--- config.mk ---
export PLATFORM = sky130hd
export DESIGN_NAME = circle_rasterizer_flat
export DESIGN_NICKNAME = d
export VERILOG_FILES = /design/src/hdl/crz_pkg.sv /design/src/hdl/crz_cmd_if.sv /design/src/hdl/crz_pix_if.sv /design/src/hdl/crz_fifo.sv /design/src/hdl/crz_front.sv /design/src/hdl/crz_back.sv /design/src/hdl/circle_rasterizer.sv /design/src/flat_wrapper.sv
export SDC_FILE = /design/constraint.sdc
export NUM_CORES = 1
export LEC_CHECK = 0
export BUFFER_PORTS_ARGS = -buffer_cell sky130_fd_sc_hd__buf_4
export CAP_MARGIN = 10
export CORE_ASPECT_RATIO = 0.7
export CORE_MARGIN = 8
export CORE_UTILIZATION = 45
export CTS_CLUSTER_SIZE = 12
export DETAILED_ROUTE_END_ITERATION = 16
export MAX_ROUTING_LAYER = met4
export PLACE_DENSITY = 0.69
export SYNTH_ARGS = -nofsm -noshare
export SYNTH_HDL_FRONTEND = slang
export SYNTH_SLANG_ARGS = --single-unit
--- constraint.sdc ---
create_clock -name clk -period 7 [get_ports clk]
set_input_delay 0.7 -clock clk [delete_from_list [all_inputs] [get_ports clk]]
set_output_delay 0.7 -clock clk [all_outputs]
set_load 0.01 [all_outputs]
--- src/hdl/crz_pkg.sv ---
// crz_pkg: shared types, codes and width helpers for the circle rasterizer
// no dependencies; used by the front, back and top level
package crz_pkg;

	// input radius field width and job queue depth
	localparam int RADIUS_IN_W = 12;
	localparam int RADIUS_IN_MAX = 4095;
	localparam int QUEUE_DEPTH = 2;

	// command opcodes
	typedef enum logic {
		OP_START = 1'b0,
		OP_STEP  = 1'b1
	} opcode_t;

	// result kinds on the pixel channel
	typedef enum logic [1:0] {
		KIND_POINT = 2'd0,
		KIND_SPAN  = 2'd1,
		KIND_IDLE  = 2'd2
	} res_kind_t;

	// job kinds handed from front to back
	typedef enum logic [1:0] {
		JOB_OUTLINE = 2'd0,
		JOB_FILL    = 2'd1,
		JOB_POINT   = 2'd2,
		JOB_IDLE    = 2'd3
	} job_kind_t;

	// control part of one queued job
	typedef struct packed {
		job_kind_t kind;
		logic      done;
	} job_ctl_t;

	// largest radius kept after saturation
	function automatic int rad_cap(int rmax);
		return (rmax < RADIUS_IN_MAX) ? rmax : RADIUS_IN_MAX;
	endfunction

	// bits of the held radius
	function automatic int rad_width(int rmax);
		return $clog2(rad_cap(rmax) + 1);
	endfunction

	// bits of a signed offset
	function automatic int ofs_width(int rmax);
		return rad_width(rmax) + 1;
	endfunction

	// bits of the signed decision variable
	function automatic int dec_width(int rmax);
		return rad_width(rmax) + 3;
	endfunction

endpackage

--- src/hdl/crz_cmd_if.sv ---
// crz_cmd_if: command channel carrying start and step items
// depends on nothing; center widths follow the coordinate width parameter, the radius is 12 bits
interface crz_cmd_if #(
	parameter int CW = 16
);
	logic                 valid;
	logic                 ready;
	logic                 opcode;
	logic signed [CW-1:0] center_x;
	logic signed [CW-1:0] center_y;
	logic [11:0]          radius;
	logic                 filled;

	modport source (
		output valid, opcode, center_x, center_y, radius, filled,
		input  ready
	);

	modport sink (
		input  valid, opcode, center_x, center_y, radius, filled,
		output ready
	);
endinterface

--- src/hdl/crz_pix_if.sv ---
// crz_pix_if: result channel carrying points, spans and idle items
// depends on nothing; widths follow the coordinate width parameter
interface crz_pix_if #(
	parameter int CW = 16
);
	logic               valid;
	logic               ready;
	logic [1:0]         kind;
	logic signed [CW:0] x_first;
	logic signed [CW:0] x_last;
	logic signed [CW:0] row;
	logic               last_of_step;
	logic               circle_done;

	modport source (
		output valid, kind, x_first, x_last, row, last_of_step, circle_done,
		input  ready
	);

	modport sink (
		input  valid, kind, x_first, x_last, row, last_of_step, circle_done,
		output ready
	);
endinterface

--- src/hdl/crz_fifo.sv ---
// crz_fifo: small register queue of packed jobs between front and back
// depends on nothing; width and depth are parameters
module crz_fifo #(
	parameter int WIDTH = 8,
	parameter int DEPTH = 2
) (
	input  logic             clk,
	input  logic             arst_n,
	input  logic             push,
	input  logic [WIDTH-1:0] push_data,
	output logic             full,
	input  logic             pop,
	output logic             head_valid,
	output logic [WIDTH-1:0] head_data
);
	localparam int AW = (DEPTH > 1) ? $clog2(DEPTH) : 1;
	localparam int NW = $clog2(DEPTH + 1);

	logic [WIDTH-1:0] mem_q [DEPTH];
	logic [AW-1:0]    wr_ptr_q;
	logic [AW-1:0]    rd_ptr_q;
	logic [NW-1:0]    count_q;

	assign full       = (count_q == NW'(DEPTH));
	assign head_valid = (count_q != '0);
	assign head_data  = mem_q[rd_ptr_q];

	// entry storage
	always_ff @(posedge clk) begin
		if (push) begin
			mem_q[wr_ptr_q] <= push_data;
		end
	end

	// pointers and fill count
	always_ff @(posedge clk or negedge arst_n) begin
		if (!arst_n) begin
			wr_ptr_q <= '0;
			rd_ptr_q <= '0;
			count_q  <= '0;
		end else begin
			if (push) begin
				wr_ptr_q <= (wr_ptr_q == AW'(DEPTH - 1)) ? '0 : wr_ptr_q + AW'(1);
			end
			if (pop) begin
				rd_ptr_q <= (rd_ptr_q == AW'(DEPTH - 1)) ? '0 : rd_ptr_q + AW'(1);
			end
			if (push && !pop) begin
				count_q <= count_q + NW'(1);
			end else if (pop && !push) begin
				count_q <= count_q - NW'(1);
			end
		end
	end

	// fill count stays in range
	a_count_range: assert property (@(posedge clk) disable iff (!arst_n)
		count_q <= NW'(DEPTH)) else $error("queue count out of range");

	// no write into a full queue
	a_no_overrun: assert property (@(posedge clk) disable iff (!arst_n)
		push |-> !full) else $error("queue overrun");

	// no read from an empty queue
	a_no_underrun: assert property (@(posedge clk) disable iff (!arst_n)
		pop |-> head_valid) else $error("queue underrun");

endmodule

--- src/hdl/crz_front.sv ---
// crz_front: accepts command items, keeps the circle state, runs at most one
// Andres circle iteration per item and queues a job; uses crz_pkg
module crz_front #(
	parameter int CW = 16,
	parameter int RADIUS_MAX = 4095
) (
	input  logic                clk,
	input  logic                arst_n,
	crz_cmd_if.sink             cmd,
	input  logic                q_full,
	output logic                push,
	output crz_pkg::job_ctl_t   job_ctl,
	output logic signed [CW-1:0] job_cx,
	output logic signed [CW-1:0] job_cy,
	output logic signed [crz_pkg::ofs_width(RADIUS_MAX)-1:0] job_a,
	output logic signed [crz_pkg::ofs_width(RADIUS_MAX)-1:0] job_b
);
	localparam int RCAP = crz_pkg::rad_cap(RADIUS_MAX);
	localparam int RW = crz_pkg::rad_width(RADIUS_MAX);
	localparam int OW = crz_pkg::ofs_width(RADIUS_MAX);
	localparam int DW = crz_pkg::dec_width(RADIUS_MAX);
	localparam int EW = DW + 1;

	// circle state
	logic signed [CW-1:0] cx_q;
	logic signed [CW-1:0] cy_q;
	logic [RW-1:0]        rad_q;
	logic                 fill_q;
	logic signed [OW-1:0] a_q;
	logic signed [OW-1:0] b_q;
	logic signed [DW-1:0] dec_q;
	logic                 active_q;

	logic                 accept;
	logic                 is_start;
	logic [RW-1:0]        r_sat;
	logic                 tiny_rad;
	logic signed [OW-1:0] it_a;
	logic signed [OW-1:0] it_b;
	logic signed [DW-1:0] it_d;
	logic [RW-1:0]        it_r;
	logic signed [OW-1:0] a_next;
	logic signed [OW-1:0] b_next;
	logic signed [DW-1:0] d_next;
	logic                 active_next;

	assign cmd.ready = !q_full;
	assign accept    = cmd.valid && cmd.ready;
	assign push      = accept;
	assign is_start  = (cmd.opcode == crz_pkg::OP_START);

	// radius saturation
	always_comb begin
		if (cmd.radius > (crz_pkg::RADIUS_IN_W)'(RCAP)) begin
			r_sat = RW'(RCAP);
		end else begin
			r_sat = cmd.radius[RW-1:0];
		end
	end
	assign tiny_rad = (r_sat <= RW'(1));

	// iteration operands: fresh circle or held state
	always_comb begin
		if (is_start) begin
			it_a = '0;
			it_b = $signed({1'b0, r_sat});
			it_d = $signed({3'b000, r_sat} - DW'(1));
			it_r = r_sat;
		end else begin
			it_a = a_q;
			it_b = b_q;
			it_d = dec_q;
			it_r = rad_q;
		end
	end

	// Andres circle decision update
	always_comb begin
		logic signed [EW-1:0] a_e;
		logic signed [EW-1:0] b_e;
		logic signed [EW-1:0] d_e;
		logic signed [EW-1:0] r_e;
		logic signed [EW-1:0] d_w;
		a_e = EW'(it_a);
		b_e = EW'(it_b);
		d_e = EW'(it_d);
		r_e = $signed({(EW - RW)'(0), it_r});
		priority if (d_e >= (a_e <<< 1)) begin
			d_w    = d_e - (a_e <<< 1) - EW'(1);
			a_next = it_a + OW'(1);
			b_next = it_b;
		end else if (d_e < ((r_e - b_e) <<< 1)) begin
			d_w    = d_e + (b_e <<< 1) - EW'(1);
			a_next = it_a;
			b_next = it_b - OW'(1);
		end else begin
			d_w    = d_e + ((b_e - a_e - EW'(1)) <<< 1);
			a_next = it_a + OW'(1);
			b_next = it_b - OW'(1);
		end
		d_next = d_w[DW-1:0];
	end
	assign active_next = (b_next >= a_next);

	// job description for the back part
	always_comb begin
		job_cx = is_start ? cmd.center_x : cx_q;
		job_cy = is_start ? cmd.center_y : cy_q;
		job_a  = it_a;
		job_b  = it_b;
		priority if (is_start && tiny_rad) begin
			job_ctl.kind = crz_pkg::JOB_POINT;
			job_ctl.done = 1'b1;
			job_a        = '0;
			job_b        = '0;
		end else if (!is_start && !active_q) begin
			job_ctl.kind = crz_pkg::JOB_IDLE;
			job_ctl.done = 1'b0;
		end else begin
			job_ctl.kind = (is_start ? cmd.filled : fill_q) ?
				crz_pkg::JOB_FILL : crz_pkg::JOB_OUTLINE;
			job_ctl.done = !active_next;
		end
	end

	// state update on each accepted item
	always_ff @(posedge clk or negedge arst_n) begin
		if (!arst_n) begin
			cx_q     <= '0;
			cy_q     <= '0;
			rad_q    <= '0;
			fill_q   <= 1'b0;
			a_q      <= '0;
			b_q      <= '0;
			dec_q    <= '0;
			active_q <= 1'b0;
		end else if (accept) begin
			if (is_start) begin
				cx_q   <= cmd.center_x;
				cy_q   <= cmd.center_y;
				rad_q  <= r_sat;
				fill_q <= cmd.filled;
			end
			if (is_start && tiny_rad) begin
				a_q      <= '0;
				b_q      <= '0;
				dec_q    <= '0;
				active_q <= 1'b0;
			end else if (is_start || active_q) begin
				a_q      <= a_next;
				b_q      <= b_next;
				dec_q    <= d_next;
				active_q <= active_next;
			end
		end
	end

endmodule

--- src/hdl/crz_back.sv ---
// crz_back: expands queued jobs into points, spans and idle results, one result per
// cycle unless the output stalls, behind an output register; uses crz_pkg and crz_pix_if
module crz_back #(
	parameter int CW = 16,
	parameter int RADIUS_MAX = 4095
) (
	input  logic                clk,
	input  logic                arst_n,
	input  logic                job_valid,
	input  crz_pkg::job_ctl_t   job_ctl,
	input  logic signed [CW-1:0] job_cx,
	input  logic signed [CW-1:0] job_cy,
	input  logic signed [crz_pkg::ofs_width(RADIUS_MAX)-1:0] job_a,
	input  logic signed [crz_pkg::ofs_width(RADIUS_MAX)-1:0] job_b,
	output logic                pop,
	crz_pix_if.source           pix
);
	localparam int OW = crz_pkg::ofs_width(RADIUS_MAX);
	localparam int SW = ((CW > OW) ? CW : OW) + 2;

	// job being expanded
	logic                 cur_valid_q;
	crz_pkg::job_ctl_t    cur_ctl_q;
	logic signed [CW-1:0] cur_cx_q;
	logic signed [CW-1:0] cur_cy_q;
	logic signed [OW-1:0] cur_a_q;
	logic signed [OW-1:0] cur_b_q;
	logic [2:0]           idx_q;

	// output register
	logic                 o_valid_q;
	crz_pkg::res_kind_t   o_kind_q;
	logic signed [CW:0]   o_xf_q;
	logic signed [CW:0]   o_xl_q;
	logic signed [CW:0]   o_row_q;
	logic                 o_last_q;
	logic                 o_done_q;

	logic                 adv;
	logic                 is_last;
	logic [2:0]           last_idx;
	crz_pkg::res_kind_t   r_kind;
	logic signed [CW:0]   r_xf;
	logic signed [CW:0]   r_xl;
	logic signed [CW:0]   r_row;

	// results per job kind
	always_comb begin
		unique case (cur_ctl_q.kind)
			crz_pkg::JOB_OUTLINE: last_idx = 3'd7;
			crz_pkg::JOB_FILL:    last_idx = 3'd3;
			crz_pkg::JOB_POINT:   last_idx = 3'd0;
			crz_pkg::JOB_IDLE:    last_idx = 3'd0;
			default:              last_idx = 3'd0;
		endcase
	end
	assign is_last = (idx_q == last_idx);
	assign adv     = cur_valid_q && (!o_valid_q || pix.ready);
	assign pop     = job_valid && (!cur_valid_q || (adv && is_last));

	// coordinates of the current result
	always_comb begin
		logic                 swap;
		logic                 xneg;
		logic                 yneg;
		logic signed [SW-1:0] cx_e;
		logic signed [SW-1:0] cy_e;
		logic signed [SW-1:0] px_e;
		logic signed [SW-1:0] py_e;
		logic signed [SW-1:0] x_plus;
		logic signed [SW-1:0] x_minus;
		logic signed [SW-1:0] y_sel;
		swap = (cur_ctl_q.kind == crz_pkg::JOB_FILL) ? idx_q[1] : idx_q[0];
		xneg = idx_q[1];
		yneg = (cur_ctl_q.kind == crz_pkg::JOB_FILL) ? idx_q[0] : idx_q[2];
		cx_e = SW'(cur_cx_q);
		cy_e = SW'(cur_cy_q);
		px_e = swap ? SW'(cur_b_q) : SW'(cur_a_q);
		py_e = swap ? SW'(cur_a_q) : SW'(cur_b_q);
		x_plus  = cx_e + px_e;
		x_minus = cx_e - px_e;
		y_sel   = yneg ? (cy_e - py_e) : (cy_e + py_e);
		unique case (cur_ctl_q.kind)
			crz_pkg::JOB_OUTLINE: begin
				r_kind = crz_pkg::KIND_POINT;
				r_xf   = xneg ? x_minus[CW:0] : x_plus[CW:0];
				r_xl   = r_xf;
				r_row  = y_sel[CW:0];
			end
			crz_pkg::JOB_FILL: begin
				r_kind = crz_pkg::KIND_SPAN;
				r_xf   = x_minus[CW:0];
				r_xl   = x_plus[CW:0];
				r_row  = y_sel[CW:0];
			end
			crz_pkg::JOB_POINT: begin
				r_kind = crz_pkg::KIND_POINT;
				r_xf   = cx_e[CW:0];
				r_xl   = cx_e[CW:0];
				r_row  = cy_e[CW:0];
			end
			default: begin
				r_kind = crz_pkg::KIND_IDLE;
				r_xf   = '0;
				r_xl   = '0;
				r_row  = '0;
			end
		endcase
	end

	// current job and result index
	always_ff @(posedge clk or negedge arst_n) begin
		if (!arst_n) begin
			cur_valid_q <= 1'b0;
			cur_ctl_q   <= '{kind: crz_pkg::JOB_IDLE, done: 1'b0};
			idx_q       <= '0;
		end else begin
			if (pop) begin
				cur_valid_q <= 1'b1;
				cur_ctl_q   <= job_ctl;
				idx_q       <= '0;
			end else if (adv) begin
				if (is_last) begin
					cur_valid_q <= 1'b0;
				end
				idx_q <= idx_q + 3'd1;
			end
		end
	end

	// job payload
	always_ff @(posedge clk) begin
		if (pop) begin
			cur_cx_q <= job_cx;
			cur_cy_q <= job_cy;
			cur_a_q  <= job_a;
			cur_b_q  <= job_b;
		end
	end

	// output valid
	always_ff @(posedge clk or negedge arst_n) begin
		if (!arst_n) begin
			o_valid_q <= 1'b0;
		end else if (!o_valid_q || pix.ready) begin
			o_valid_q <= cur_valid_q;
		end
	end

	// output payload
	always_ff @(posedge clk) begin
		if (adv) begin
			o_kind_q <= r_kind;
			o_xf_q   <= r_xf;
			o_xl_q   <= r_xl;
			o_row_q  <= r_row;
			o_last_q <= is_last;
			o_done_q <= cur_ctl_q.done;
		end
	end

	assign pix.valid        = o_valid_q;
	assign pix.kind         = o_kind_q;
	assign pix.x_first      = o_xf_q;
	assign pix.x_last       = o_xl_q;
	assign pix.row          = o_row_q;
	assign pix.last_of_step = o_last_q;
	assign pix.circle_done  = o_done_q;

	// idle results close their item and never finish a circle
	a_idle_fields: assert property (@(posedge clk) disable iff (!arst_n)
		(o_valid_q && o_kind_q == crz_pkg::KIND_IDLE) |-> (o_last_q && !o_done_q))
		else $error("idle result with bad flags");

	// single-result jobs never advance past the first index
	a_single_idx: assert property (@(posedge clk) disable iff (!arst_n)
		(cur_valid_q && (cur_ctl_q.kind == crz_pkg::JOB_POINT ||
		cur_ctl_q.kind == crz_pkg::JOB_IDLE)) |-> (idx_q == 3'd0))
		else $error("single-result job advanced");

	// a stalled result stays offered and unchanged
	a_hold_stable: assert property (@(posedge clk) disable iff (!arst_n)
		(o_valid_q && !pix.ready) |=> (o_valid_q &&
		$stable({o_kind_q, o_xf_q, o_xl_q, o_row_q, o_last_q, o_done_q})))
		else $error("stalled result changed");

endmodule

--- src/hdl/circle_rasterizer.sv ---
// Path: an accepted item goes through the job queue, the back's job registers
// and the output register. Throughput: the front takes one item per cycle while
// its two-entry job queue has room; the back emits one result per cycle unless pix
// stalls; outline items give 8 results, filled 4, small-radius or idle 1.
// Reset: asynchronous, clears the circle state (no circle active), queue, current job and output valid.
module circle_rasterizer #(
	parameter int COORD_WIDTH = 16,
	parameter int RADIUS_MAX = 4095
) (
	input  logic      clk,
	input  logic      arst_n,
	crz_cmd_if.sink   cmd,
	crz_pix_if.source pix
);
	localparam int OW = crz_pkg::ofs_width(RADIUS_MAX);
	localparam int JW = $bits(crz_pkg::job_ctl_t) + 2 * COORD_WIDTH + 2 * OW;

	logic                          push;
	logic                          q_full;
	logic                          pop;
	logic                          q_valid;
	logic [JW-1:0]                 q_wdata;
	logic [JW-1:0]                 q_rdata;
	crz_pkg::job_ctl_t             f_ctl;
	logic signed [COORD_WIDTH-1:0] f_cx;
	logic signed [COORD_WIDTH-1:0] f_cy;
	logic signed [OW-1:0]          f_a;
	logic signed [OW-1:0]          f_b;
	crz_pkg::job_ctl_t             b_ctl;
	logic signed [COORD_WIDTH-1:0] b_cx;
	logic signed [COORD_WIDTH-1:0] b_cy;
	logic signed [OW-1:0]          b_a;
	logic signed [OW-1:0]          b_b;

	// front: accept and iterate
	crz_front #(
		.CW(COORD_WIDTH),
		.RADIUS_MAX(RADIUS_MAX)
	) u_front (
		.clk(clk),
		.arst_n(arst_n),
		.cmd(cmd),
		.q_full(q_full),
		.push(push),
		.job_ctl(f_ctl),
		.job_cx(f_cx),
		.job_cy(f_cy),
		.job_a(f_a),
		.job_b(f_b)
	);

	// job queue
	assign q_wdata = {f_ctl, f_cx, f_cy, f_a, f_b};
	assign {b_ctl, b_cx, b_cy, b_a, b_b} = q_rdata;

	crz_fifo #(
		.WIDTH(JW),
		.DEPTH(crz_pkg::QUEUE_DEPTH)
	) u_queue (
		.clk(clk),
		.arst_n(arst_n),
		.push(push),
		.push_data(q_wdata),
		.full(q_full),
		.pop(pop),
		.head_valid(q_valid),
		.head_data(q_rdata)
	);

	// back: expand jobs into results
	crz_back #(
		.CW(COORD_WIDTH),
		.RADIUS_MAX(RADIUS_MAX)
	) u_back (
		.clk(clk),
		.arst_n(arst_n),
		.job_valid(q_valid),
		.job_ctl(b_ctl),
		.job_cx(b_cx),
		.job_cy(b_cy),
		.job_a(b_a),
		.job_b(b_b),
		.pop(pop),
		.pix(pix)
	);

endmodule
--- src/flat_wrapper.sv ---
// flat-port wrapper written by rule: the top's interface ports become plain ports
module circle_rasterizer_flat 
#(
	parameter int COORD_WIDTH = 16,
	parameter int RADIUS_MAX = 4095
)
  (clk, arst_n, cmd_valid, cmd_opcode, cmd_center_x, cmd_center_y, cmd_radius, cmd_filled, cmd_ready, pix_valid, pix_kind, pix_x_first, pix_x_last, pix_row, pix_last_of_step, pix_circle_done, pix_ready);
  crz_cmd_if cmd_i ();
  crz_pix_if pix_i ();
  input  logic clk;
  input  logic arst_n;
  input wire logic [$bits(cmd_i.valid)-1:0] cmd_valid;
  input wire logic [$bits(cmd_i.opcode)-1:0] cmd_opcode;
  input wire logic [$bits(cmd_i.center_x)-1:0] cmd_center_x;
  input wire logic [$bits(cmd_i.center_y)-1:0] cmd_center_y;
  input wire logic [$bits(cmd_i.radius)-1:0] cmd_radius;
  input wire logic [$bits(cmd_i.filled)-1:0] cmd_filled;
  output wire logic [$bits(cmd_i.ready)-1:0] cmd_ready;
  output wire logic [$bits(pix_i.valid)-1:0] pix_valid;
  output wire logic [$bits(pix_i.kind)-1:0] pix_kind;
  output wire logic [$bits(pix_i.x_first)-1:0] pix_x_first;
  output wire logic [$bits(pix_i.x_last)-1:0] pix_x_last;
  output wire logic [$bits(pix_i.row)-1:0] pix_row;
  output wire logic [$bits(pix_i.last_of_step)-1:0] pix_last_of_step;
  output wire logic [$bits(pix_i.circle_done)-1:0] pix_circle_done;
  input wire logic [$bits(pix_i.ready)-1:0] pix_ready;
  assign cmd_i.valid = cmd_valid;
  assign cmd_i.opcode = cmd_opcode;
  assign cmd_i.center_x = cmd_center_x;
  assign cmd_i.center_y = cmd_center_y;
  assign cmd_i.radius = cmd_radius;
  assign cmd_i.filled = cmd_filled;
  assign cmd_ready = cmd_i.ready;
  assign pix_valid = pix_i.valid;
  assign pix_kind = pix_i.kind;
  assign pix_x_first = pix_i.x_first;
  assign pix_x_last = pix_i.x_last;
  assign pix_row = pix_i.row;
  assign pix_last_of_step = pix_i.last_of_step;
  assign pix_circle_done = pix_i.circle_done;
  assign pix_i.ready = pix_ready;
  circle_rasterizer #(.COORD_WIDTH(COORD_WIDTH), .RADIUS_MAX(RADIUS_MAX)) u_core (.clk(clk), .arst_n(arst_n), .cmd(cmd_i), .pix(pix_i));
endmodule
==> implementation parameters, run 1 <==
Parameter                              Value

Run status
  Outcome ... finished, final reports clean

Timing
  Number of hold-slack violations in the final timing report ... 0
  Total negative slack ... 0 ps
  Part of the cycle the worst path needs ... a little over 90%
  Slack of the critical path ... roughly 500 ps
  Fin Clk Skew ... between 30 and 40 ps
  Number of failing setup endpoints in the final timing report ... 0
  Unrepaired setup endpoints after global routing ... no
  Least-Margin Pin Slew ... roughly 990 ps
  Slew Limit Headroom ... between 30 and 40%
  Max Clock Freq ... ~150 MHz
  Final Critical Period ... ~6500 ps
  Final Max Tran Viols ... 0

Clock network
  Clock transition at the registers of the reported paths ... around 70 ps
  TritonCTS clock tree ... done
  Htree depth ... 2
  Cts bufs inserted ... 36
  Clock Sink Count ... 334
  Root cell of the clock tree ... sky130_fd_sc_hd__clkbuf_16
  Count of cells resized by post-cts repair ... 0
  Hold-fix buffers at CTS ... 0
  Setup fix buffers added after clock tree synthesis ... 0
  Clock latency on the worst-skew pair ... ~550 ps
  Longest Clk Path Bufs ... 3

Worst setup path
  Worst reg2reg startpoint ... u_core.u_front.b_q[2]
  Largest stage delay on the critical path ... approximately 400 ps
  Cell with the largest stage delay on the worst path ... sky130_fd_sc_hd__mux2_2
  R2R setup slack ... 640 ps
  Class of the most critical setup path ... primary input to flop
  Endpoint arrival time on the critical path ... about 7000 ps
  Required @ worst endpoint ... 7380 ps
  Kind of start point of the critical path ... primary input
  Cell with the most instances on the worst path ... sky130_fd_sc_hd__o21a_1
  Nature of the critical path endpoint ... flop
  Maximum fanout count along the critical path ... 15
  Reg-to-reg critical path endpoint ... u_core.u_queue.mem_q[1][58]
  Number of cells on the worst reg-to-reg path ... 31

Final layout
  Ratio of cells with drive above 1 in the final layout ... between 10% and 20%
  Relative area change from synthesis to final layout ... 13.8%
  Filler Cells Inserted ... 4169
  Most common cell after layout, fill and taps aside ... sky130_fd_sc_hd__edfxtp_1
  Number of nets in the layout ... 2347
  Most frequent cells in the layout ... 235 x sky130_fd_sc_hd__edfxtp_1, 205 x sky130_fd_sc_hd__nand2_1, 164 x sky130_fd_sc_hd__buf_4

Logic synthesis
  Cell Area, Synth ... 21000 um^2
  Register area share after synthesis ... 45.3%
  Number of enable-type register cells in the synthesized netlist ... roughly 240
  Flops & latches, synth ... around 330
  Count of mapped cells out of synthesis ... between 1500 and 2000
  Library cells used by synthesis ... 81
  Net count after synthesis ... 2215
  Share of synthesized registers carrying an async set or reset ... 29.6%
  Mean area per synthesized cell ... about 11 um^2
  Post-synth top flop ... sky130_fd_sc_hd__edfxtp_1
  Syn. warnings ... 0

Placement
  GPL Wtd Cong ... just under 1
  Count of buffers inserted at the top-level ports ... around 110
  Post-detail-place hpwl ... ~43000 um
  Post-placement setup slack ... approximately 110 ps

Routing
  Total via count after detailed routing ... approximately 16000
  1st-iter DRT viols ... about 1400
  Final Routed Wirelength ... about 58000 um
  Post-detailed-route wirelength per cell ... ~21 um
  Number of detailed-routing iterations run before antenna repair ... 6
  Detailed-route vias per instance ... approximately 5.8
  Residual antenna-violating net count after detailed routing ... 0
  Drc violations ... 0

Floorplan
  Die Footprint ... 54100 um^2
  Chip width ... about 270 um
  Die boundary height ... around 200 um
  Core Footprint ... 46300 um^2
  Num ports ... approximately 110
  Effective utilization at floorplan ... between 40% and 50%
  FP Rows ... 66

Power and ir drop
  Power Density ... 526 nW/um^2
  Power consumption ... approximately 13 mW
  Leakage power total ... 9.98 nW
  Largest voltage drop on the vdd net ... roughly 0.00021 V

GRT
  Global-route wire length before repair ... about 90000 um
  Total congestion overflow after global routing ... 0
  Antenna violations before repair ... 1
  Largest net degree at the start of global routing ... 62
  Number of global-route vias before repair ... roughly 15000
  Total global-route track usage ... 21.7%

Run
  Max-cap violations ... 0

Hold path
  Path type of the worst min-delay path ... primary input to async pin
## state kept, by name (all words and copies together) (netlist names), 15 cells and up
register and count:
u_core.u_back.pix.x_last 17, u_core.u_front.cy_q 16, u_core.u_back.pix.row 17, u_core.u_back.cur_cx_q 16
u_core.u_back.pix.x_first 17, u_core.u_back.cur_cy_q 16, u_core.u_front.cx_q 16, u_core.u_front.dec_q 15
u_core.u_queue.mem_q 122
## critical path, delay by kind of cell
kind	cells	cell delay, ps
simple gates	6	830
xor+xnor	2	380
mux	1	400
buf+inv	5	750
compound gates	16	3000
fa+ha+maj	3	830
## metal layers
layer	part of all wire, %	GRT usage, %	routed length, um
met5	0	-	0
met4	2.0	4.74	1170
met3	8.8	5.68	5100
met2	42	31.0	24600
met1	47	30.8	27100
## metrics by stage
| step | hold WS, ps | cells | utilization [%] | cell area [um^2] |
|---|---|---|---|---|
| after floorplan | 404 | 1995 | - | 21000 |
| after global placement | 436 | 2701 | 49.2 | 22800 |
| after detailed placement | 449 | 2701 | 49.2 | 22800 |
| after CTS | 230 | 2767 | 51.7 | 23900 |
| after global routing | 269 | 2768 | 51.7 | 24000 |
| final | 228 | 2768 | 51.7 | 24000 |
## cell usage after synthesis, drive strengths merged (9+ instances only)
cell / number / area share, %
o21ai: 110 / 2.6
o21a: 16 / 0.57
o21bai: 13 / 0.46
ha: 162 / 9.6
a22o: 24 / 1.0
o31ai: 14 / 0.50
edfxtp: 235 / 34
nand3: 33 / 0.78
xnor2: 104 / 4.3
a211oi: 9 / 0.38
inv: 130 / 2.3
o22ai: 18 / 0.54
a21oi: 101 / 2.4
nand4: 13 / 0.39
clkbuf: 43 / 0.77
a31oi: 19 / 0.56
nand2: 205 / 3.7
nor3: 51 / 1.2
nor2b: 22 / 0.65
a21o: 33 / 1.2
nand2b: 17 / 0.52
xor2: 42 / 1.7
mux2i: 31 / 1.5
mux2: 142 / 7.6
and3: 12 / 0.36
dfrtp: 97 / 12
nor2: 132 / 2.4
nor4: 10 / 0.36
buf: 28 / 0.62
## power breakdown
part / switching, mW / total [mW] / internal, mW / leakage (nW)
registers: 0.358 / 3.46 / 3.11 / 3.42
clock network: 0.790 / 1.88 / 1.09 / 0.545
logic: 4.20 / 7.24 / 3.05 / 6.01
total: 5.34 / 12.6 / 7.25 / 9.98
## worst max path at each step
| stage | slack [ps] | endpoint | start | cells after the start |
|---|---|---|---|---|
| after floorplan | 50 | u_core.u_queue.mem_q[0][58] | cmd_opcode | 34 |
| after global placement | 180 | u_core.u_queue.mem_q[0][58] | cmd_opcode | 33 |
| after detailed placement | 110 | u_core.u_queue.mem_q[0][58] | cmd_opcode | 33 |
| after CTS | 580 | u_core.u_queue.mem_q[0][58] | cmd_opcode | 33 |
| after global routing | 5 | u_core.u_queue.mem_q[0][58] | cmd_opcode | 33 |
| final | 500 | u_core.u_queue.mem_q[1][58] | cmd_opcode | 33 |
## area by class of cell
type                       count  area, um^2  share of cell area (%)
timing repair buffer         165        1250                    5.22
clock inverter                 8         110                   0.460
antenna                        1        2.50                  0.0104
inverter                     132         495                    2.07
sequential                   334        9540                    39.8
clock buffer                  58        1040                    4.32
multi-input combinational   1458       10800                    44.9
tap                          612         766                    3.20
## logic make-up (layout without fill, tap and decap cells)
logic type / count (synthesis) / in the layout / synth area share, %
compound gates: 443 / 443 / 14.0
xor+xnor: 146 / 146 / 6.08
fa+ha+maj: 170 / 170 / 10.4
buf+inv: 203 / 363 / 3.74
flops: 334 / 334 / 45.3
mux: 173 / 173 / 9.09
other cells: 0 / 1 / 0
simple gates: 526 / 526 / 11.4
(Power assumes the default switching activity.)
==> run 2: changes to the inputs <==
- CTS_BUF_LIST: not set -> sky130_fd_sc_hd__clkbuf_4
==> run 2 against run 1 <==
Cell area barely moved. Clock power fell by 9.6%. Global-route usage rose by 0.39 points. Cell count is 3.3% higher. Sequential share of layout area hardly changed. Register-to-register slack is essentially flat. Die area unchanged. Critical path type is now flop to flop. Worst setup slack gained 150 ps. Fmax up 2.4%. Wire length rose by 0.79%. First-iteration DRC count rose by 8.7%.
==> implementation parameters, run 2 (synthesized netlist as in run 1, its figures left out) <==
Parameter                              Value

Timing
  Number of failing setup endpoints in the final timing report ... 0 (unchanged)
  Part of the cycle the worst path needs ... 90.7% (-2.2 points)
  Final-layout worst hold slack ... 192 ps (-35.6 ps)
  Slew Limit Headroom ... 34.6% (+2.2 points)
  Unrepaired setup endpoints after global routing ... no
  Least-Margin Pin Slew ... 961 ps (-32.2 ps)
  Number of hold-slack violations in the final timing report ... 0 (unchanged)
  Final Max Tran Viols ... 0 (unchanged)
  Total negative slack ... 0 ps (unchanged)
  Final Critical Period ... 6350 ps (-154 ps)
  Max Clock Freq ... 157 MHz (+2.4%)
  Fin Clk Skew ... 75.3 ps (+40.3 ps)

Final layout
  Register ranked first by flip-flop count ... u_core.u_queue.mem_q
  Most frequent cells in the layout ... 235 x sky130_fd_sc_hd__edfxtp_1, 205 x sky130_fd_sc_hd__nand2_1, 164 x sky130_fd_sc_hd__buf_4
  Fin util ... 51.7% (about the same)
  Flip-flop count of the largest register, all copies and words added ... 122 (unchanged)
  Number of nets in the layout ... 2396 (+2.1%)
  Relative area change from synthesis to final layout ... 13.7% (about the same)
  Final non-filler cell total ... 2860 (+3.3%)
  Ratio of cells with drive above 1 in the final layout ... 21.1% (+3.2 points)
  Most common cell after layout, fill and taps aside ... sky130_fd_sc_hd__edfxtp_1

Run status
  Outcome ... finished, final reports clean

Placement
  Post-detail-place hpwl ... 43500 um (unchanged)
  Dpl cells ... 2701 (unchanged)
  Count of buffers inserted at the top-level ports ... 106 (unchanged)
  GPL Wtd Cong ... 0.981 (unchanged)

Worst setup path
  Required @ worst endpoint ... 7620 ps (+240 ps)
  Cell with the largest stage delay on the worst path ... sky130_fd_sc_hd__mux2_2
  Nature of the critical path endpoint ... flop
  Kind of start point of the critical path ... flop
  Endpoint arrival time on the critical path ... 6970 ps (+80 ps)
  Cell with the most instances on the worst path ... sky130_fd_sc_hd__o21a_1
  Largest stage delay on the critical path ... 400 ps (about the same)
  Maximum fanout count along the critical path ... 5 (-10)
  Class of the most critical setup path ... flop to flop

Floorplan
  Num ports ... 107 (unchanged)
  Die Footprint ... 54100 um^2 (unchanged)
  Die boundary height ... 197 um (unchanged)
  Effective utilization at floorplan ... 45.4% (unchanged)
  Chip width ... 274 um (unchanged)
  FP Rows ... 66 (unchanged)
  Core Footprint ... 46300 um^2 (unchanged)

Power and ir drop
  Largest voltage drop on the vdd net ... 0.000226 V (+6.8%)
  Power Density ... 518 nW/um^2 (-1.4%)
  Leakage power total ... 10.1 nW (+1.2%)

Routing
  Post-detailed-route wirelength per cell ... 20.4 um (-2.5%)
  Detailed-route vias per instance ... 5.69 (-1.1%)
  Total via count after detailed routing ... 16300 (+2.2%)
  Final Routed Wirelength ... 58400 um (+0.79%)
  Drc violations ... 0 (unchanged)
  Residual antenna-violating net count after detailed routing ... 0 (unchanged)
  1st-iter DRT viols ... 1539 (+8.7%)
  Number of detailed-routing iterations run before antenna repair ... 5 (-1)

Clock network
  Clock transition at the registers of the reported paths ... 60 ps (about the same)
  Htree depth ... 3 (+1)
  Clock latency on the worst-skew pair ... 820 ps (+270 ps)
  TritonCTS clock tree ... done
  Setup fix buffers added after clock tree synthesis ... 0 (unchanged)
  Clock Sink Count ... 334 (unchanged)
  Longest Clk Path Bufs ... 3 (unchanged)
  Root cell of the clock tree ... sky130_fd_sc_hd__clkbuf_4
  Cts bufs inserted ... 84 (+130%)

GRT
  Global-route wire length before repair ... 91300 um (+1.5%)
  Total global-route track usage ... 22.1% (+0.39 points)
  Number of global-route vias before repair ... 15900 (+2.7%)
  Largest net degree at the start of global routing ... 62 (unchanged)
  Total congestion overflow after global routing ... 0 (unchanged)
  Antenna violations before repair ... 1 (unchanged)

Hold path
  Path type of the worst min-delay path ... primary input to flop

Run
  Max-cap violations ... 0 (unchanged)
==> run 2: final timing paths <==
path	startpoint	to	slack (ps)	depth (start not counted)
max in group asynchronous	arst_n	u_core.u_front.dec_q[12]	5190	3
min in group asynchronous	arst_n	u_core.u_front.rad_q[4]	480	2
max	u_core.u_front.rad_q[0]	u_core.u_queue.mem_q[1][58]	650	30
min reg2reg	u_core.u_front.rad_q[0]	u_core.u_front.rad_q[0]	490	2
min	cmd_filled	u_core.u_front.fill_q	190	2
max reg2reg	u_core.u_front.rad_q[0]	u_core.u_queue.mem_q[1][58]	650	30
==> run 2: repair_timing <==
item | CTS | global route
gates resized for setup | 0 | 1
hold endpoints to repair | 41 | 0
endpoints found under the setup margin | 0 | 2
hold buffers | 1 | 0
==> run 2: worst max-delay path: cells and delay by family, from the launching register on <==
kind	cells	cell delay [ps]
buffers and inverters	2	340
xor gates and xnor gates	2	370
adders and majority gates	4	1020
AOI/OAI and AO/OA	17	3200
and+or+nand+nor	4	500
DFF	1	380
muxes	1	400
==> run 2: area by class of cell <==
cell class,instances,area (um^2)
Tap cell,612,766
Antenna cell,1,2.50
Inverter,132,495
Timing Repair Buffer,166,1260
Sequential cell,334,9540
Fill cell,4216,22400
Multi-Input combinational cell,1458,10800
Clock inverter,32,175
Clock buffer,125,938
==> run 2: routing by layer <==
layer	wire length, um	up-vias	part of all wire (%)	track usage [%]
met2	25000	580	43	31.4
met3	4740	68	8.1	4.78
met1	27700	7928	47	32.0
met4	952	0	1.6	5.31
met5	0	-	0	-
li1	-	7708	-	-
==> run 2: where the power goes <==
part           switching [mW]  total (mW)  internal, mW
clock network           0.835        1.70         0.867
logic                    4.19        7.24          3.05
registers               0.357        3.46          3.11
==> run 2: metrics by stage <==
step	power [mW]	setup slack (ps)	cell area [um^2]
2_1_floorplan	8.52	51.5	21000
3_3_place_gp	10.4	176	22800
3_5_place_dp	10.6	113	22800
4_1_cts	12.4	699	23900
5_1_grt	13.4	38.8	23900
6_report	12.4	649	23900
==> run 3: changes to the inputs <==
- CTS_CLUSTER_DIAMETER: not set -> 30
- PLACE_DENSITY: 0.69 -> 0.71
- clock period: 7 -> 5.1 ns (I/O delays scaled with it)
==> run 3 against run 2 <==
The run now ends with setup timing left. Cell count up 7.0%. Cell area up 8.1%. Worst setup slack worse by 1500 ps. Non-clock buffer count up 233. Register-to-register slack worse by 1500 ps. Via count up 5.9%. Combinational power up 56%. Core utilization up 4.2 points. Sequential share of layout area down 3.0 points. Clock skew down 16 ps. Largest power group unchanged.
==> implementation parameters, run 3 (synthesized netlist as in run 1, its figures left out) <==
Parameter                              Value

Run status
  Outcome ... finished, violations left
  Violations in the final reports ... setup timing

Worst setup path
  R2R setup slack ... -800 ps (-1450 ps)
  Cell with the largest stage delay on the worst path ... sky130_fd_sc_hd__dfrtp_1
  Largest stage delay on the critical path ... 420 ps (+20 ps)
  Class of the most critical setup path ... flop to flop
  WP buf/inv ... 1 (-1)
  Cell with the most instances on the worst path ... sky130_fd_sc_hd__o21a_1
  Required @ worst endpoint ... 5660 ps (-1960 ps)
  Maximum fanout count along the critical path ... 2 (-3)
  Kind of cell adding the most delay to the critical path ... compound AO/OA/AOI/OAI gates
  Endpoint arrival time on the critical path ... 6460 ps (-510 ps)
  Kind of start point of the critical path ... flop
  Nature of the critical path endpoint ... flop

Timing
  Slew Limit Headroom ... 27.8% (-6.8 points)
  Slack of the critical path ... -801 ps (-1450 ps)
  Fin Clk Skew ... 59.4 ps (-15.9 ps)
  Number of hold-slack violations in the final timing report ... 0 (unchanged)
  Part of the cycle the worst path needs ... 116% (+25 points)
  Least-Margin Pin Slew ... 1080 ps (+119 ps)
  Final Max Tran Viols ... 0 (unchanged)
  Number of failing setup endpoints in the final timing report ... 4 (+4)
  Unrepaired setup endpoints after global routing ... yes
  Max Clock Freq ... 169 MHz (+7.6%)
  Final Critical Period ... 5900 ps (-450 ps)

Clock network
  Longest Clk Path Bufs ... 3 (unchanged)
  Clock latency on the worst-skew pair ... 750 ps (-70 ps)
  Clock transition at the registers of the reported paths ... 110 ps (+50 ps)
  Cts bufs inserted ... 67 (-20%)
  Htree depth ... 3 (unchanged)
  Root cell of the clock tree ... sky130_fd_sc_hd__clkbuf_4
  Clock Sink Count ... 334 (unchanged)
  TritonCTS clock tree ... done

GRT
  Total congestion overflow after global routing ... 0 (unchanged)
  Antenna violations before repair ... 2 (+1)
  Number of global-route vias before repair ... 16900 (+6.1%)
  Global-route wire length before repair ... 95700 um (+4.8%)
  Largest net degree at the start of global routing ... 66 (+6.5%)
  Total global-route track usage ... 23.3% (+1.1 points)

Floorplan
  Chip width ... 274 um (unchanged)
  Effective utilization at floorplan ... 45.4% (unchanged)
  Die Footprint ... 54100 um^2 (unchanged)
  Die boundary height ... 197 um (unchanged)
  Num ports ... 107 (unchanged)
  FP Rows ... 66 (unchanged)
  Core Footprint ... 46300 um^2 (unchanged)

Routing
  Detailed-route vias per instance ... 5.64 (-1.0%)
  Total via count after detailed routing ... 17200 (+5.9%)
  Post-detailed-route wirelength per cell ... 20.3 um (-0.55%)
  Number of detailed-routing iterations run before antenna repair ... 5 (unchanged)
  1st-iter DRT viols ... 1656 (+7.6%)
  Drc violations ... 0 (unchanged)
  Final Routed Wirelength ... 62100 um (+6.4%)
  Residual antenna-violating net count after detailed routing ... 0 (unchanged)

Power and ir drop
  Largest voltage drop on the vdd net ... 0.000243 V (+7.2%)
  Power Density ... 711 nW/um^2 (+37%)
  Leakage power total ... 11.2 nW (+11%)

Final layout
  Register ranked first by flip-flop count ... u_core.u_queue.mem_q
  Most frequent cells in the layout ... 392 x sky130_fd_sc_hd__buf_4, 235 x sky130_fd_sc_hd__edfxtp_1, 201 x sky130_fd_sc_hd__nand2_1
  Number of nets in the layout ... 2612 (+9.0%)
  Final cell area excluding filler cells ... 25900 um^2 (+8.1%)
  Final non-filler cell total ... 3060 (+7.0%)
  Most common cell after layout, fill and taps aside ... sky130_fd_sc_hd__buf_4
  Flip-flop count of the largest register, all copies and words added ... 122 (unchanged)
  Ratio of cells with drive above 1 in the final layout ... 29.4% (+8.2 points)
  Relative area change from synthesis to final layout ... 22.9%

Placement
  Post-detail-place hpwl ... 46400 um (+6.8%)
  Dpl cells ... 2906 (+7.6%)
  Count of buffers inserted at the top-level ports ... 106 (unchanged)
  Placed cell areas ... 24400 um^2 (+7.0%)
  GPL Wtd Cong ... 0.952 (-3.0%)

Hold path
  Path type of the worst min-delay path ... primary input to flop

Run
  Max-cap violations ... 0 (unchanged)
==> run 3: cell types whose count changed in the layout (fill, tap and decap cells not counted), moves of 6 or more <==
cell	delta
sky130_fd_sc_hd__bufinv_16	+7
sky130_fd_sc_hd__o21ai_0	-6
sky130_fd_sc_hd__clkinv_1	-10
sky130_fd_sc_hd__buf_4	+228
sky130_fd_sc_hd__a21oi_2	+6
sky130_fd_sc_hd__clkbuf_4	-50
sky130_fd_sc_hd__a21oi_1	-6
sky130_fd_sc_hd__clkinv_2	+6
==> run 3: layer usage <==
metal	wire (um)	GRT usage [%]	up-vias
met4	1470	6.44	0
met3	5430	5.71	108
li1	-	-	8132
met5	0	-	-
met1	29000	33.0	8341
met2	26200	32.7	667
==> run 3: path summary, 6_finish.rpt <==
kind | cells after the start | start | endpoint
max | 30 | u_core.u_front.b_q[0] | u_core.u_queue.mem_q[0][58]
min | 2 | cmd_center_x[8] | u_core.u_queue.mem_q[0][50]
max reg2reg | 30 | u_core.u_front.b_q[0] | u_core.u_queue.mem_q[0][58]
min reg2reg | 0 | u_core.u_back.cur_ctl_q[0] | u_core.u_back.pix.circle_done
max in group asynchronous | 3 | arst_n | u_core.u_front.rad_q[11]
min in group asynchronous | 2 | arst_n | u_core.u_front.cy_q[13]
==> run 3: per-stage QoR <==
stage          TNS, ps  power (mW)  worst slack [ps]  util [%]  hold WS [ps]
2_1_floorplan    -2680        11.7              -917         -           214
3_3_place_gp     -7830        15.2             -1230      52.7           432
3_5_place_dp     -8990        15.5             -1310      52.7           434
4_1_cts          -2520        18.0              -749      55.4          14.5
5_1_grt          -3800        19.7             -1160      55.8          26.7
6_report         -2380        18.4              -801      55.8          78.7
==> run 3: where the power goes <==
group	switching, mW	internal [mW]
clock network	1.17	1.18
registers	0.495	4.25
logic	6.20	5.09
total	7.87	10.5
==> run 3: what timing repair did <==
action,4_1_cts,5_1_grt
gates resized for setup,22,20
hold endpoints to repair,47,0
gates cloned,0,0
setup endpoints to repair,9,23
buffers inserted,15,16
pin swaps,31,21
hold buffers,2,0
==> run 3: layout make-up <==
type	count	area [um^2]
Fill cell	3944	20500
Tap cell	612	766
Timing Repair Buffer	399	3050
Clock buffer	75	563
Sequential cell	334	9540
Inverter	132	495
Multi-Input combinational cell	1458	11000
Clock inverter	48	482
Antenna cell	2	5.00
